## src/rtl/rpb_pkg.sv

```systemverilog
package rpb_pkg;

    // Operation codes carried in the opcode field of an input beat.
    localparam logic [2:0] OP_SCALE = 3'd0;
    localparam logic [2:0] OP_MUL   = 3'd1;
    localparam logic [2:0] OP_ADD   = 3'd2;
    localparam logic [2:0] OP_INV   = 3'd3;
    localparam logic [2:0] OP_BLEND = 3'd4;

    // One input beat: operation, two RGB565 pixels and an 8-bit factor.
    typedef struct packed {
        logic [2:0]  opcode;
        logic [15:0] color_a;
        logic [15:0] color_b;
        logic [7:0]  factor;
    } pix_in_t;

    // One result beat: RGB565 pixel and its channels expanded to 8 bits.
    typedef struct packed {
        logic [15:0] result_color;
        logic [7:0]  result_red;
        logic [7:0]  result_green;
        logic [7:0]  result_blue;
    } pix_out_t;

endpackage

```

## src/rtl/rpb_alu.sv

```systemverilog
module rpb_alu (
    input  rpb_pkg::pix_in_t  op_in,
    output rpb_pkg::pix_out_t op_out
);
    import rpb_pkg::*;

    localparam logic [7:0] FULL = 8'hFF;

    // Channel expansion: the 565 field sits at the top of a byte.
    function automatic logic [7:0] red8(input logic [15:0] p);
        red8 = {p[15:11], 3'b000};
    endfunction

    function automatic logic [7:0] green8(input logic [15:0] p);
        green8 = {p[10:5], 2'b00};
    endfunction

    function automatic logic [7:0] blue8(input logic [15:0] p);
        blue8 = {p[4:0], 3'b000};
    endfunction

    // Repack three bytes into RGB565 by dropping the low bits.
    function automatic logic [15:0] pack565(input logic [7:0] r, input logic [7:0] g,
                                            input logic [7:0] b);
        pack565 = {r[7:3], g[7:2], b[7:3]};
    endfunction

    // High byte of an 8 by 8 product.
    function automatic logic [7:0] mulhi(input logic [7:0] x, input logic [7:0] y);
        logic [15:0] prod;
        prod  = 16'(x) * 16'(y);
        mulhi = prod[15:8];
    endfunction

    // Scale every channel by f; a full factor passes the pixel through.
    function automatic logic [15:0] scale565(input logic [15:0] p, input logic [7:0] f);
        if (f == FULL) begin
            scale565 = p;
        end else if (f == 8'd0) begin
            scale565 = 16'd0;
        end else begin
            scale565 = pack565(mulhi(red8(p), f), mulhi(green8(p), f),
                               mulhi(blue8(p), f));
        end
    endfunction

    // Sum of two bytes, clamped at full scale.
    function automatic logic [7:0] sat8(input logic [7:0] x, input logic [7:0] y);
        logic [8:0] sum;
        sum  = {1'b0, x} + {1'b0, y};
        sat8 = sum[8] ? FULL : sum[7:0];
    endfunction

    function automatic logic [15:0] add565(input logic [15:0] p, input logic [15:0] q);
        add565 = pack565(sat8(red8(p), red8(q)), sat8(green8(p), green8(q)),
                         sat8(blue8(p), blue8(q)));
    endfunction

    logic [15:0] scaled;
    logic [15:0] product;
    logic [15:0] summed;
    logic [15:0] inverted;
    logic [15:0] blended;
    logic [15:0] res;

    // All five operations are formed side by side.
    always_comb
    begin
        scaled   = scale565(op_in.color_a, op_in.factor);
        product  = pack565(mulhi(red8(op_in.color_a), red8(op_in.color_b)),
                           mulhi(green8(op_in.color_a), green8(op_in.color_b)),
                           mulhi(blue8(op_in.color_a), blue8(op_in.color_b)));
        summed   = add565(op_in.color_a, op_in.color_b);
        inverted = pack565(FULL - red8(op_in.color_a), FULL - green8(op_in.color_a),
                           FULL - blue8(op_in.color_a));
        // Equal pixels blend to the second pixel unchanged.
        if (op_in.color_a == op_in.color_b) begin
            blended = op_in.color_b;
        end else begin
            blended = add565(scale565(op_in.color_a, op_in.factor),
                             scale565(op_in.color_b, FULL - op_in.factor));
        end
    end

    // Select by opcode; unused codes give a black pixel.
    always_comb
    begin
        unique case (op_in.opcode)
            OP_SCALE: res = scaled;
            OP_MUL:   res = product;
            OP_ADD:   res = summed;
            OP_INV:   res = inverted;
            OP_BLEND: res = blended;
            default:  res = 16'd0;
        endcase
    end

    assign op_out.result_color = res;
    assign op_out.result_red   = red8(res);
    assign op_out.result_green = green8(res);
    assign op_out.result_blue  = blue8(res);

endmodule

```

## src/rtl/rgb565_pixel_blend_unit.sv

```systemverilog
// Channel | Beat signals                      | Payload type
// --------+-----------------------------------+-------------------
// pixel   | pixel_valid, pixel_stall, pixel   | rpb_pkg::pix_in_t
// blend   | blend_valid, blend_stall, blend   | rpb_pkg::pix_out_t
//
// Every beat passes through an input register, then through the operation
// logic into the result register.
// A new beat is accepted every cycle while the result side keeps up.
// Two beats can be held while blend_stall is high; pixel_stall rises only
// when both registers are full and the result is not taken.
// rst_n clears both valid flags asynchronously; payload registers keep
// whatever they hold.
module rgb565_pixel_blend_unit (
    input  logic              clk,
    input  logic              rst_n,
    input  logic              pixel_valid,
    output logic              pixel_stall,
    input  rpb_pkg::pix_in_t  pixel,
    output logic              blend_valid,
    input  logic              blend_stall,
    output rpb_pkg::pix_out_t blend
);
    import rpb_pkg::*;

    logic     in_valid_reg;
    logic     in_valid_next;
    pix_in_t  in_reg;
    logic     out_valid_reg;
    logic     out_valid_next;
    pix_out_t out_reg;
    pix_out_t alu_out;
    logic     out_load;
    logic     in_load;

    // The result register loads when it is empty or its beat leaves now.
    assign out_load = !out_valid_reg || !blend_stall;
    // The input register loads when it is empty or its beat moves on.
    assign in_load  = !in_valid_reg || out_load;
    assign pixel_stall = !in_load;

    assign in_valid_next  = in_load ? pixel_valid : in_valid_reg;
    assign out_valid_next = out_load ? in_valid_reg : out_valid_reg;

    rpb_alu u_alu (
        .op_in  (in_reg),
        .op_out (alu_out)
    );

    // Valid flags for both stages.
    always_ff @(posedge clk or negedge rst_n)
    begin
        if (!rst_n) begin
            in_valid_reg  <= 1'b0;
            out_valid_reg <= 1'b0;
        end else begin
            in_valid_reg  <= in_valid_next;
            out_valid_reg <= out_valid_next;
        end
    end

    // Payload registers.
    always_ff @(posedge clk)
    begin
        if (in_load) begin
            in_reg <= pixel;
        end
        if (out_load && in_valid_reg) begin
            out_reg <= alu_out;
        end
    end

    assign blend_valid = out_valid_reg;
    assign blend       = out_reg;

    // A stall toward the source only happens with a beat in both the input and the result register.
    assert property (@(posedge clk) disable iff (!rst_n)
        pixel_stall |-> (in_valid_reg && out_valid_reg))
        else $error("pixel_stall raised with a free stage");

    // An accepted beat always lands in the input register.
    assert property (@(posedge clk) disable iff (!rst_n)
        (pixel_valid && !pixel_stall) |=> in_valid_reg)
        else $error("accepted beat lost");

    // A beat that moves on always appears as a result.
    assert property (@(posedge clk) disable iff (!rst_n)
        (in_valid_reg && out_load) |=> blend_valid)
        else $error("beat dropped between stages");

    // Unused opcodes give an all-zero result.
    assert property (@(posedge clk) disable iff (!rst_n)
        (in_valid_reg && out_load && in_reg.opcode != OP_SCALE
         && in_reg.opcode != OP_MUL && in_reg.opcode != OP_ADD
         && in_reg.opcode != OP_INV && in_reg.opcode != OP_BLEND)
        |=> (blend.result_color == 16'd0))
        else $error("unused opcode gave a nonzero pixel");

endmodule
```

## config.mk

```make
export PLATFORM = sky130hd
export DESIGN_NAME = rgb565_pixel_blend_unit
export DESIGN_NICKNAME = d
export VERILOG_FILES = /design/src/rtl/rpb_pkg.sv /design/src/rtl/rpb_alu.sv /design/src/rtl/rgb565_pixel_blend_unit.sv
export SDC_FILE = /design/constraint.sdc
export NUM_CORES = 1
export LEC_CHECK = 0
export ABC_AREA = 1
export BUFFER_PORTS_ARGS = -buffer_cell sky130_fd_sc_hd__buf_4
export CAP_MARGIN = 20
export CORE_MARGIN = 4
export CORE_UTILIZATION = 35
export DETAILED_ROUTE_END_ITERATION = 6
export GPL_ROUTABILITY_DRIVEN = 0
export HOLD_SLACK_MARGIN = 0.08
export PLACE_DENSITY = 0.57
export SETUP_SLACK_MARGIN = 0.15
export SLEW_MARGIN = 10
export SYNTH_ARGS = -nofsm -noshare
export SYNTH_HDL_FRONTEND = slang
export SYNTH_SLANG_ARGS = --single-unit
```

## constraint.sdc

```tcl
create_clock -name clk -period 5.5 [get_ports clk]
set_input_delay 0.825 -clock clk [delete_from_list [all_inputs] [get_ports clk]]
set_output_delay 0.825 -clock clk [all_outputs]
set_load 0.02 [all_outputs]
```

Yosys cells after proc, flatten, opt, wreduce, memory -nomap -nowiden. Index checks and enable logic that the tools add are counted.

Flip-flop bits (word level): 77. Input port bits: 47. Output and inout bits: 42. Word-level logic and storage cells: 60.

$add $sub $neg: 10. $mul: 9. Eq/ne operators: 7. Mux-type cells: 14. Reduce and logical (&&, ||, !) cells: 10.

Operators with widths (count): $mux 16 (7); $pmux 16 s5 (1); $add 8x8->9 (6); $mul 5x8->13 (4); $mux 8 (6); $sub 8x8->8 const A (4); $mul 6x8->14 (2); $mul 5x5->10 (2); $eq 16x16->1 (1); $eq 8x8->1 const B (2); $logic_not 8->1 (2); $mul 6x6->12 (1); $eq 3x2->1 const B (2); $logic_not 1->1 (4); $eq 3x1->1 const B (1); $eq 3x3->1 const B (1); $logic_not 3->1 (1); $logic_or 1x1->1 (2); $logic_and 1x1->1 (1).

Logic depth before layout (Yosys ltp). Gate-level depths: netlist of run 1.

Depth in word-level cells: 9. Depth in mapped cells: 32. Mapped depth without buffers: 30.

Hierarchy. From an unflattened synthesis of run 1, not the netlist that was laid out.

Cells, all modules: 2178. Area total of the unflattened synthesis: 15466.1 um^2.

By module, submodules not included: rpb_alu (times used 1, cells each 2085, area each 12886.1 um^2, sequential area each 0.0 um^2); rgb565_pixel_blend_unit (times used 1, cells each 93, area each 2580.0 um^2, sequential area each 2542.4 um^2).

Least setup slack after synthesis of run 1. Ideal clock, no wire load.

Kind: register -> register. Start: reg in_reg[3] in the netlist's numbering. End: reg out_reg, in the netlist blend[28] (data pin). Library setup time: 253 ps. Arrival: 4807 ps. Data required time: 5247 ps. Slack: 440 ps. Cell stages (with the launch flop): 26. Path buffers: 2. Period minus slack after synthesis: 5060 ps. Path through: edfxtp_1 clkbuf_1 buf_1 nor2_1 fa_1 fa_1 inv_1 fa_1 inv_1 ha_1 a21oi_1 o21ai_0 a21o_1 xnor2_1 o22ai_1 ha_1 fa_1 nand3_1 nand2_1 xor2_1 nor2_1 nand2_1 nand3_1 nand2_1 nor2_1 nand2_1.

RTL lines: start: declaration (line rgb565_pixel_blend_unit.sv:27) `pix_in_t in_reg;`; start signal: assignment (line rgb565_pixel_blend_unit.sv:65) `in_reg <= pixel;`; end signal: assignment (line rgb565_pixel_blend_unit.sv:68) `out_reg <= alu_out;`; end: declaration (line rgb565_pixel_blend_unit.sv:30) `pix_out_t out_reg;`.

==> run metrics, run 1 <==
status complete, no violations; final period utilization 93.53%; Crit path arrival time about 5300 ps; final count of pins violating max slew 0; HP Class input port to async pin; worst-path fanout max 29; synthesized flop and latch total around 60; clk sinks between 60 and 70; Switching Share 52.59%; routed wire length approximately 44 mm; delay-heaviest family, CP adder cells; sequential share of the synthesized area roughly 12%; Largest register FFs 43; FP Rows 74; asr flop ratio synth 3.279%; cell breakdown of the critical path buf_12, inv_1, nand2_1, fa_1, fa_1, fa_1, inv_1, ha_1, a21o_1, a21oi_1, o21ai_1, xor2_1, o22ai_1, ha_2, fa_1, inv_1, nor3_1, nor2_2, buf_4, nand3_1, nand3_1, nand2_1, nor2_1, nand2_1; DR iter-0 viols roughly 900; critical path data required time between 5000 and 6000 ps; Reg clk slew, reported paths about 70 ps; Longest Clk Path Bufs 2; Netlist cell types 48; global-route wire length before repair around 70 mm; Period minus WS final 5144 ps; Initial Util a little over a third; DP Wirelength 34.93 mm; Primary FF master, synth edfxtp_1; CP max-delay cell fa_1; NumNets Final 2580; DR vias 13510; skew final 14.69 ps; Crit path largest cell delay between 500 and 600 ps; Mapped Cells around 2100; final hold violations 0; ratio of cells with drive above 1 in the final layout 11.88%; Setup Total Neg Slack 0 ps; die area about 0.045 mm2; area of the multi-input gates 0.01081 mm2; max_cap viols 0; CTS tree done; DRC Markers 0; worst hold slack 227.1 ps; Reg power frac between 10 and 15%; pwr dens between 300 and 400 mW/mm2; placed inst area ~0.016 mm2; Gate power share roughly four fifths; number of global-route vias before repair between 10000 and 15000; H-tree depth 3; Crit path top cell by count fa_1; Reg area about 0.0018 mm2; worst path bufs/invs 5; antenna violations before repair 1; clock power share between 10% and 20%; average wire per standard cell around 16 um; upper clock frequency limit approximately 190 MHz; NetSw about 3.3 mW; Inserted Diodes 0; RSZ-0062 raised after global routing true; Die Width 212.8 um; Die H around 210 um; # setup viols final 0; Final ANT Viol Nets 0; EDFF count, synth about 60; Syn Area/Cell roughly 7.0 um2; fillers approximately 4300; Skew-Pair Late Insertion Delay ~360 ps; Setup crit end kind flop; leakage dissipation 9.598 nW; peak supply drop approximately 0.18 mV; Cell Area, Synth 0.01468 mm2; CTS root buf clkbuf_16; via density per instance ~5.0; crit path launch type flop; grt ovf 0; Pwr Total between 6 and 7 mW; final instance area 0.01667 mm2; Int Power 2.940 mW; largest net degree at the start of global routing 44; Port Buffers 80; kind of critical path flop to flop; First-pass DRT Iterations 5; worst slew pin tran between 800 and 900 ps; normalized max-slew margin 43.36%; I/O Pins 89; Area Growth Syn to Fin 13.53%; yosys synthesis warning count 0; Core ar. roughly 0.041 mm2; GRT Total Usage between 10% and 20%; CTS Buf Count 9
cells by family after synthesis:
group	after synthesis	share of synthesized area, %
other cells	1	0.02554
fa+ha+maj	349	37.61
buf+inv	572	15.72
simple gates	911	25.80
xor+xnor	18	1.074
compound gates	192	7.362
flops	61	12.41
final cells by class:
cell class	instances	share of cell area [%]
flip-flops and latches	61	10.93
clock buffers	9	1.351
repair buffers	151	7.475
clock inverters	7	0.4428
multi-input cells	1478	64.85
well taps	532	3.993
inverters	483	10.96
synthesized netlist by cell type (17+ instances only):
cell type | instances | area, um2
nand2_1 | 552 | 2072
inv_1 | 474 | 1779
ha_1 | 195 | 2440
nor2_1 | 193 | 724.4
fa_1 | 154 | 3083
nand3_1 | 85 | 425.4
a21oi_1 | 73 | 365.4
edfxtp_1 | 59 | 1772
o21ai_0 | 55 | 275.3
clkbuf_1 | 45 | 168.9
buf_4 | 26 | 195.2
nand4_1 | 21 | 131.4
nor3_1 | 17 | 85.08
through the flow:
stage	setup slack, ps	instances	util, %
6_report	355.7	2721	40.55
5_1_grt	92.29	2721	40.55
4_1_cts	154.7	2705	39.60
3_5_place_dp	171.5	2689	38.87
3_3_place_gp	204.7	2688	38.84
2_1_floorplan	439.9	2111	-
per-layer routing:
layer | global-route usage (%) | routed length (um) | up-vias
met5 | 0 | 0 | -
met4 | 4.776 | 1063 | 0
met3 | 1.293 | 2048 | 60
met2 | 34.32 | 21220 | 387
met1 | 25.85 | 19550 | 6488
li1 | - | - | 6577
worst paths after layout:
| path | cells after the start | slack (ps) | endpoint | startpoint |
|---|---|---|---|---|
| worst max-delay path | 24 | 360 | blend[33]$_DFFE_PP_ | in_reg[2]$_DFFE_PN_ |
| worst min-delay path | 1 | 230 | blend_valid$_DFFE_PN0P_ | rst_n |
| worst max register to register | 24 | 360 | blend[33]$_DFFE_PP_ | in_reg[2]$_DFFE_PN_ |
| worst min register to register | 2 | 480 | blend_valid$_DFFE_PN0P_ | in_valid_reg$_DFFE_PN0N_ |
| max in group asynchronous | 1 | 5180 | in_valid_reg$_DFFE_PN0N_ | rst_n |
| min in group clk | 2 | 480 | blend_valid$_DFFE_PN0P_ | in_valid_reg$_DFFE_PN0N_ |
timing repair:
action | CTS | global route
hold endpoints to repair | 0 | 0
gates resized for setup | 0 | 63
endpoints found under the setup margin | 0 | 16
buffers inserted | 0 | 14
hold buffers | 0 | 0
layout by cell type (no fill, tap or decap), types with 4 or more instances in the layout:
cell / count
xnor2_1: 9
o22ai_1: 10
nand3_1: 85
nand2_2: 12
nand3b_1: 4
inv_1: 468
fa_1: 153
a21o_1: 7
nor3_1: 13
inv_2: 8
ha_4: 7
o21ai_2: 8
nor2_2: 10
clkbuf_16: 10
ha_1: 183
ha_2: 5
buf_12: 7
conb_1: 8
o21ai_0: 45
inv_4: 4
edfxtp_1: 59
buf_4: 141
nand3_2: 10
nand2_1: 551
a21oi_1: 66
nor3_2: 6
xor2_1: 8
a31oi_1: 8
a21oi_2: 7
nand4_1: 21
o21a_1: 5
nor2_1: 182
or2_2: 6
o211ai_1: 8
o21bai_1: 12
o21ai_1: 9
power by group through the flow:
| stage | sequential (mW) | clock (mW) | combinational, mW |
|---|---|---|---|
| finish | 0.687 | 0.621 | 4.89 |
| global route | 0.694 | 0.643 | 5.58 |
| CTS | 0.690 | 0.626 | 4.56 |
| detailed placement | 0.698 | 0 | 4.53 |
| global placement | 0.697 | 0 | 4.47 |
| floorplan | 0.691 | 0 | 3.42 |
worst register-to-register path, cell delays in order (launching register included):
cell and delay, ps:
edfxtp_1 410, buf_12 190, inv_1 210, nand2_1 120, fa_1 560, fa_1 430
fa_1 490, inv_1 40, ha_1 300, a21o_1 170, a21oi_1 150, o21ai_1 100
xor2_1 140, o22ai_1 90, ha_2 220, fa_1 400, inv_1 100, nor3_1 70
nor2_2 170, buf_4 150, nand3_1 70, nand3_1 110, nand2_1 60, nor2_1 100
nand2_1 60
Power figures use the tool's default switching activity.
==> run 2, diff against run 1 <==
--- a/config.mk
+++ b/config.mk
@@ -5,7 +5,6 @@
 export SDC_FILE = /design/constraint.sdc
 export NUM_CORES = 1
 export LEC_CHECK = 0
-export ABC_AREA = 1
 export BUFFER_PORTS_ARGS = -buffer_cell sky130_fd_sc_hd__buf_4
 export CAP_MARGIN = 20
 export CORE_MARGIN = 4
==> run 2 against run 1 <==
  * Synthesized area decreased by 5.9%
  * Worst hold slack got worse by 16 ps
  * Global-route usage increased by 0.71 points
  * Largest cell class unchanged
  * Non-clock buffer count increased by 66
  * Clock skew increased by 7.4 ps
  * Setup slack got worse by 340 ps
  * Register-to-register slack got worse by 340 ps
  * Sequential share of layout area increased by 0.15 points
  * Wire length decreased by 4.4%
  * Combinational power about the same
  * Cell count decreased by 16%
  * Highest routed layer unchanged
  * Flip-flop and latch count unchanged
==> run metrics, run 2 <==
fillers 3865 (-11%); FP Rows 72 (-2.7%); normalized max-slew margin 23.71% (-20 points); Crit path largest cell delay 540 ps (-20 ps); HP Class input port to async pin; kind of critical path flop to flop; Hold Buf Count CTS 0 (unchanged); final period utilization 99.64% (+6.1 points); final count of pins violating max slew 0 (unchanged); Crit path top cell by count ha_1; most common cell after layout, fill and taps aside inv_1; Cell Area, Synth 0.01382 mm2 (-5.9%); CP Capture Point blend[34]$_DFFE_PP_; H-tree depth 3 (unchanged); Area Growth Syn to Fin 18.98%; Primary FF master, synth edfxtp_1; I/O Pins 89 (unchanged); Syn Area/Cell 8.597 um2 (+23%); Worst Reg-to-Reg Cells 22 (-8.3%); ratio of cells with drive above 1 in the final layout 17.72% (+5.8 points); CTS Buf Count 9 (unchanged); R2R Path Start in_reg[31]$_DFFE_PN_; NumNets Final 2146 (-17%); clk sinks 61 (unchanged); area of the multi-input gates 0.01094 mm2 (+1.2%); worst path bufs/invs 4 (-1); critical path data required time 5620 ps (about the same); pwr dens 379.9 mW/mm2 (+2.1%); synth top area cells fa_1, ha_1, edfxtp_1, inv_1, and2_1; final hold violations 0 (unchanged); RSZ-0062 raised after global routing true; Setup Total Neg Slack 0 ps (unchanged); Switching Share 47.22% (-5.4 points); clock power share 10.1% (about the same); Period minus WS final 5480 ps (+336.1 ps); proportion of netlist area held by the largest area contributor 22.30% (+1.3 points); Skew-Pair Late Insertion Delay 400 ps (+40 ps); Reg clk slew, reported paths 80 ps (about the same); Crit path arrival time 5600 ps (+340 ps); Reg power frac 11.1% (about the same); CTS tree done; Inserted Diodes 0 (unchanged); die area 0.04274 mm2 (-5.6%); CP max-delay cell fa_1; Reg area 0.001822 mm2 (unchanged); # setup viols final 0 (unchanged); Post-synth top cells inv_1, ha_1, fa_1; EDFF count, synth 59 (unchanged); R2R Setup Slk 20 ps (-340 ps); leakage dissipation 7.902 nW (-18%); peak supply drop 0.3576 mV (+99%); number of global-route vias before repair 12270 (-10%); Crit Reg-Reg Endpoint blend[34]$_DFFE_PP_; delay-heaviest family, CP adder cells; cell breakdown of the critical path buf_4, and2_1, fa_1, ha_1, inv_1, fa_1, inv_1, ha_1, nand3b_1, o31a_1, buf_4, o211ai_1, nand2_1, xnor2_1, a22o_1, ha_1, and3_1, o2bb2ai_1, mux2i_1, a31oi_2, a211oi_2, o211ai_1; Port Buffers 80 (unchanged); Netlist cell types 77 (+60%); worst hold slack 211.3 ps (-15.77 ps); First-pass DRT Iterations 4 (-1); DR iter-0 viols 691 (-23%); global-route wire length before repair 66.63 mm (-5.0%); Crit. path cell count 22 (-8.3%); average wire per standard cell 18.46 um (+14%); worst-path fanout max 6 (-79%); Int Power 3.298 mW (+12%); placed inst area 0.01564 mm2 (-2.1%); DP Cell Count 2235 (-17%); sequential share of the synthesized area 13.18% (+0.77 points); DR vias 11840 (-12%); Die H 206.7 um (-2.9%); count of non-filler cells in the finished layout 2273 (-16%); asr flop ratio synth 3.279% (unchanged); status complete, no violations; upper clock frequency limit 182.5 MHz (-6.1%); commonest non-fill, non-tap cells in the layout inv_1, buf_4, ha_1, fa_1, nand2_1; Final ANT Viol Nets 0 (unchanged); Largest register FFs 43 (unchanged); final instance area 0.01645 mm2 (-1.3%); Setup crit end kind flop; Gate power share 78.8% (about the same); largest net degree at the start of global routing 45 (+2.3%); DP Wirelength 32.48 mm (-7.0%); max_cap viols 0 (unchanged); via density per instance 5.210 (+4.9%); Synth area leader fa_1; CP startpoint in_reg[31]$_DFFE_PN_; crit path launch type flop; Initial Util 35.60% (-0.12 points); worst slew pin tran 1134 ps (+286.4 ps); Core ar. 0.03883 mm2 (-5.6%); Mapped Cells 1608 (-24%); Die Width 206.7 um (-2.9%); synthesized flop and latch total 61 (unchanged); yosys synthesis warning count 0 (unchanged); Longest Clk Path Bufs 2 (unchanged); skew final 22.11 ps (+7.420 ps); routed wire length 41.95 mm (-4.4%); NetSw 2.950 mW (-9.5%); GRT Total Usage 20.07% (+0.71 points); CTS root buf clkbuf_16; DRC Markers 0 (unchanged); top-count cell post-synth inv_1; grt ovf 0 (unchanged); antenna violations before repair 0 (-1)
-- run 2: changes by cell type in the layout (fill, tap and decap cells not counted), sizes merged, moves of 25 or more --
cell and delta:
a21oi -25, and2 +114, buf +66, inv -218, nand2 -430, nand2b +43, nand3 -70, nor2 -132
nor2b +74
-- run 2: timing repair --
| item | 4_1_cts | 5_1_grt |
|---|---|---|
| setup endpoints to repair | 11 | 16 |
| pin swaps | 10 | 23 |
| setup buffers | 6 | 14 |
| resized for setup | 18 | 57 |
| cloned | 0 | 2 |
-- run 2: logic make-up (layout without fill, tap and decap cells) --
logic type,after synthesis,count (layout),synth area share (%)
buf+inv,357,497,10.43
flops,61,61,13.18
xor+xnor,45,45,2.851
mux,10,10,0.7422
compound gates,244,244,11.88
other cells,1,8,0.02713
fa+ha+maj,349,349,39.95
simple gates,541,541,20.94
-- run 2: how the worst min path moves through the flow --
| stage | from | end | slack (ps) | cells after the start |
|---|---|---|---|---|
| after detailed placement | in_valid_reg$_DFFE_PN0N_ | blend_valid$_DFFE_PN0P_ | 490 | 1 |
| after floorplan | in_valid_reg$_DFFE_PN0N_ | blend_valid$_DFFE_PN0P_ | 440 | 1 |
| after CTS | rst_n | blend_valid$_DFFE_PN0P_ | 180 | 1 |
| after global placement | in_valid_reg$_DFFE_PN0N_ | blend_valid$_DFFE_PN0P_ | 490 | 1 |
| after global routing | rst_n | blend_valid$_DFFE_PN0P_ | 190 | 1 |
| final | rst_n | blend_valid$_DFFE_PN0P_ | 210 | 1 |
-- run 2: power by group through the flow --
| stage | Clock [mW] | Combinational [mW] | Sequential [mW] |
|---|---|---|---|
| 3_5_place_dp | 0 | 4.44 | 0.703 |
| 4_1_cts | 0.656 | 4.58 | 0.696 |
| 6_report | 0.628 | 4.92 | 0.696 |
| 5_1_grt | 0.662 | 5.50 | 0.704 |
| 2_1_floorplan | 0 | 3.12 | 0.709 |
| 3_3_place_gp | 0 | 4.38 | 0.704 |
-- run 2: per-layer routing --
layer  global-route usage, %  vias to the layer above  routed length (um)
met5                       0                        -                   0
met4                   5.312                        0                 875
met3                   4.031                       61                2583
met2                   32.76                      324               19400
met1                   27.37                     5873               19100
li1                        -                     5585                   -
-- run 2: cell type report --
class,instances,area share [%]
Clock buffer,9,1.369
Clock inverter,7,0.4564
Inverter,264,6.033
Multi-Input combinational cell,1197,66.50
Sequential cell,61,11.08
Tap cell,518,3.941
Timing Repair Buffer,217,10.62
-- run 2: stage by stage --
stage	util (%)	setup slack (ps)	power (mW)
CTS	41.36	7.530	5.932
global placement	40.28	26.25	5.084
detailed placement	40.28	-32.41	5.140
floorplan	-	155.6	3.825
global route	42.36	-259.7	6.868
finish	42.36	19.64	6.248
-- run 2: worst reg2reg max path, delay by kind of cell, from the launching register on --
family | cells | cell delay (ps)
AOI/OAI and AO/OA | 7 | 1440
xor gates and xnor gates | 1 | 150
muxes | 1 | 240
adders and majority gates | 5 | 1920
buffers and inverters | 4 | 450
DFF | 1 | 500
and+or+nand+nor | 4 | 520
==> run 3, diff against run 2 <==
--- a/config.mk
+++ b/config.mk
@@ -7,6 +7,7 @@
 export LEC_CHECK = 0
 export BUFFER_PORTS_ARGS = -buffer_cell sky130_fd_sc_hd__buf_4
 export CAP_MARGIN = 20
+export CORE_ASPECT_RATIO = 0.5
 export CORE_MARGIN = 4
 export CORE_UTILIZATION = 35
 export DETAILED_ROUTE_END_ITERATION = 6
==> constraint.sdc (replaced) <==
create_clock -name clk -period 5.5 [get_ports clk]
set_input_delay 0.275 -clock clk [delete_from_list [all_inputs] [get_ports clk]]
set_output_delay 0.275 -clock clk [all_outputs]
set_load 0.02 [all_outputs]
==> run 3 against run 2 <==
  * Critical path depth is the same
  * Cell count grew 3.7%
  * Register-to-register slack is essentially flat
  * Combinational power grew 16%
  * Setup slack lost 14 ps
  * First-iteration DRC count grew 1.3%
  * Global-route usage shrank 0.23 points
  * Design area grew 6.8%
  * Critical path type unchanged
==> run metrics, run 3 (same netlist as run 2, synthesis figures left out) <==
status complete, no violations; grt ovf 0 (unchanged); DP Cell Count 2265 (+1.3%); placed inst area 0.01581 mm2 (+1.1%); Die Width 289.1 um (+40%); DR vias 11870 (+0.24%); largest net degree at the start of global routing 37 (-18%); CTS root buf clkbuf_16; normalized max-slew margin 18.29% (-5.4 points); Period minus WS final 5494 ps (+14.08 ps); crit path launch type flop; final period utilization 99.90% (+0.26 points); Initial Util 35.51% (-0.089 points); First-pass DRT Iterations 5 (+1); Largest register FFs 43 (unchanged); final instance area 0.01756 mm2 (+6.8%); CTS Buf Count 9 (unchanged); Inserted Diodes 0 (unchanged); Pwr Total 6.908 mW (+11%); global-route wire length before repair 65.64 mm (-1.5%); H-tree depth 3 (unchanged); DR iter-0 viols 700 (+1.3%); final hold violations 0 (unchanged); Crit path arrival time 5620 ps (+20 ps); Core Util, Final 45.12% (+2.8 points); routed wire length 41.78 mm (-0.42%); die area 0.04293 mm2 (+0.45%); average wire per standard cell 17.72 um (-4.0%); # setup viols final 0 (unchanged); Port Buffers 80 (unchanged); max_cap viols 0 (unchanged); CTS tree done; commonest non-fill, non-tap cells in the layout inv_1, buf_4, ha_1, fa_1, nand2_1; kind of critical path flop to flop; number of global-route vias before repair 11940 (-2.7%); GRT Total Usage 19.83% (-0.23 points); skew final 8.474 ps (-13.64 ps); worst slew pin tran 1214 ps (+80.56 ps); peak supply drop 0.2821 mV (-21%); RSZ-0062 raised after global routing true; Longest Clk Path Bufs 2 (unchanged); Skew-Pair Late Insertion Delay 370 ps (-30 ps); via density per instance 5.037 (-3.3%); critical path data required time 5620 ps (about the same); R2R Setup Slk 6 ps (about the same); Core ar. 0.03892 mm2 (+0.25%); final count of pins violating max slew 0 (unchanged); worst-path fanout max 4 (-2); Reg clk slew, reported paths 60 ps (-20 ps); DP Wirelength 31.98 mm (-1.5%); Setup WS post-layout 5.558 ps (-14.08 ps); pwr dens 393.3 mW/mm2 (+3.5%); antenna violations before repair 1 (+1); most common cell after layout, fill and taps aside inv_1; FP Rows 51 (-29%); count of non-filler cells in the finished layout 2357 (+3.7%); upper clock frequency limit 182.0 MHz (-0.26%); Area Growth Syn to Fin 27.05%; Die H 148.5 um (-28%); DRC Markers 0 (unchanged); leakage dissipation 8.317 nW (+5.3%); ratio of cells with drive above 1 in the final layout 21.57% (+3.8 points); Final ANT Viol Nets 0 (unchanged); I/O Pins 89 (unchanged); Placement Setup Slack -177.9 ps (-145.4 ps); clk sinks 61 (unchanged); NumNets Final 2218 (+3.4%); HP Class input port to flop; Setup crit end kind flop
## run 3: cell count changes in the layout (fill, tap and decap cells not counted), sizes merged
cell         previous run  this run
clkinvlp                3         1
bufinv                  1         0
buf                   216       246
inv                   263       262
dlygate4sd3             0        43
clkinv                  4         7
## run 3: cell type report
cell class              instances  area (um2)
inverters                     264       991.0
repair buffers                289        2485
fillers                      3763       21360
flip-flops and latches         61        1822
well taps                     530       663.1
multi-input cells            1197       11340
clock buffers                  10       229.0
clock inverters                 6       30.03
## run 3: path summary, 6_finish.rpt
path | endpoint | cells past startpoint | from
max in group asynchronous | blend_valid$_DFFE_PN0P_ | 2 | rst_n
hold reg to reg | blend_valid$_DFFE_PN0P_ | 1 | in_valid_reg$_DFFE_PN0N_
setup reg to reg | blend[37]$_DFFE_PP_ | 22 | in_reg[1]$_DFFE_PN_
setup / recovery | blend[37]$_DFFE_PP_ | 22 | in_reg[1]$_DFFE_PN_
hold / removal | in_valid_reg$_DFFE_PN0N_ | 2 | pixel_valid
min in group asynchronous | in_valid_reg$_DFFE_PN0N_ | 2 | rst_n
## run 3: timing repair
action,4_1_cts,5_1_grt
hold endpoints to repair,44,0
gates cloned,2,0
pin swaps,68,76
endpoints found under the setup margin,16,16
hold buffers,43,0
setup buffers,20,11
resized for setup,103,61
## run 3: report_power, final
part	leakage [nW]	internal, mW	switching (mW)
clock network	0.127	0.299	0.237
logic	7.57	2.80	2.89
registers	0.619	0.606	0.0745
## run 3: layer usage
layer  routed length [um]  global-route usage (%)  vias to the layer above
met3                 2862                   4.992                       50
met1                18170                   25.55                     5810
li1                     -                       -                     5734
met4                  867                   5.056                        0
met2                19870                   33.48                      278
met5                    0                       0                        -
## run 3: through the flow
| step | hold slack (ps) | TNS [ps] |
|---|---|---|
| finish | 104.2 | 0 |
| global placement | 58.61 | -834.5 |
| floorplan | -20.59 | 0 |
| detailed placement | 58.96 | -904.6 |
| global route | 99.21 | -1542 |
| CTS | 83.47 | -8.765 |
## run 3: critical path, stage by stage, from the launching register on
cell,delay (ps)
edfxtp_1,440
buf_6,180
buf_12,130
and2_4,150
fa_1,470
fa_1,490
inv_1,50
fa_1,490
inv_2,50
ha_4,260
nand4_1,80
o32a_1,320
a21o_1,220
a311oi_1,250
buf_4,170
or4_1,90
nand3_1,100
ha_1,350
a21oi_2,140
o21ai_2,80
o31a_1,290
a2111oi_2,200
a21bo_2,250
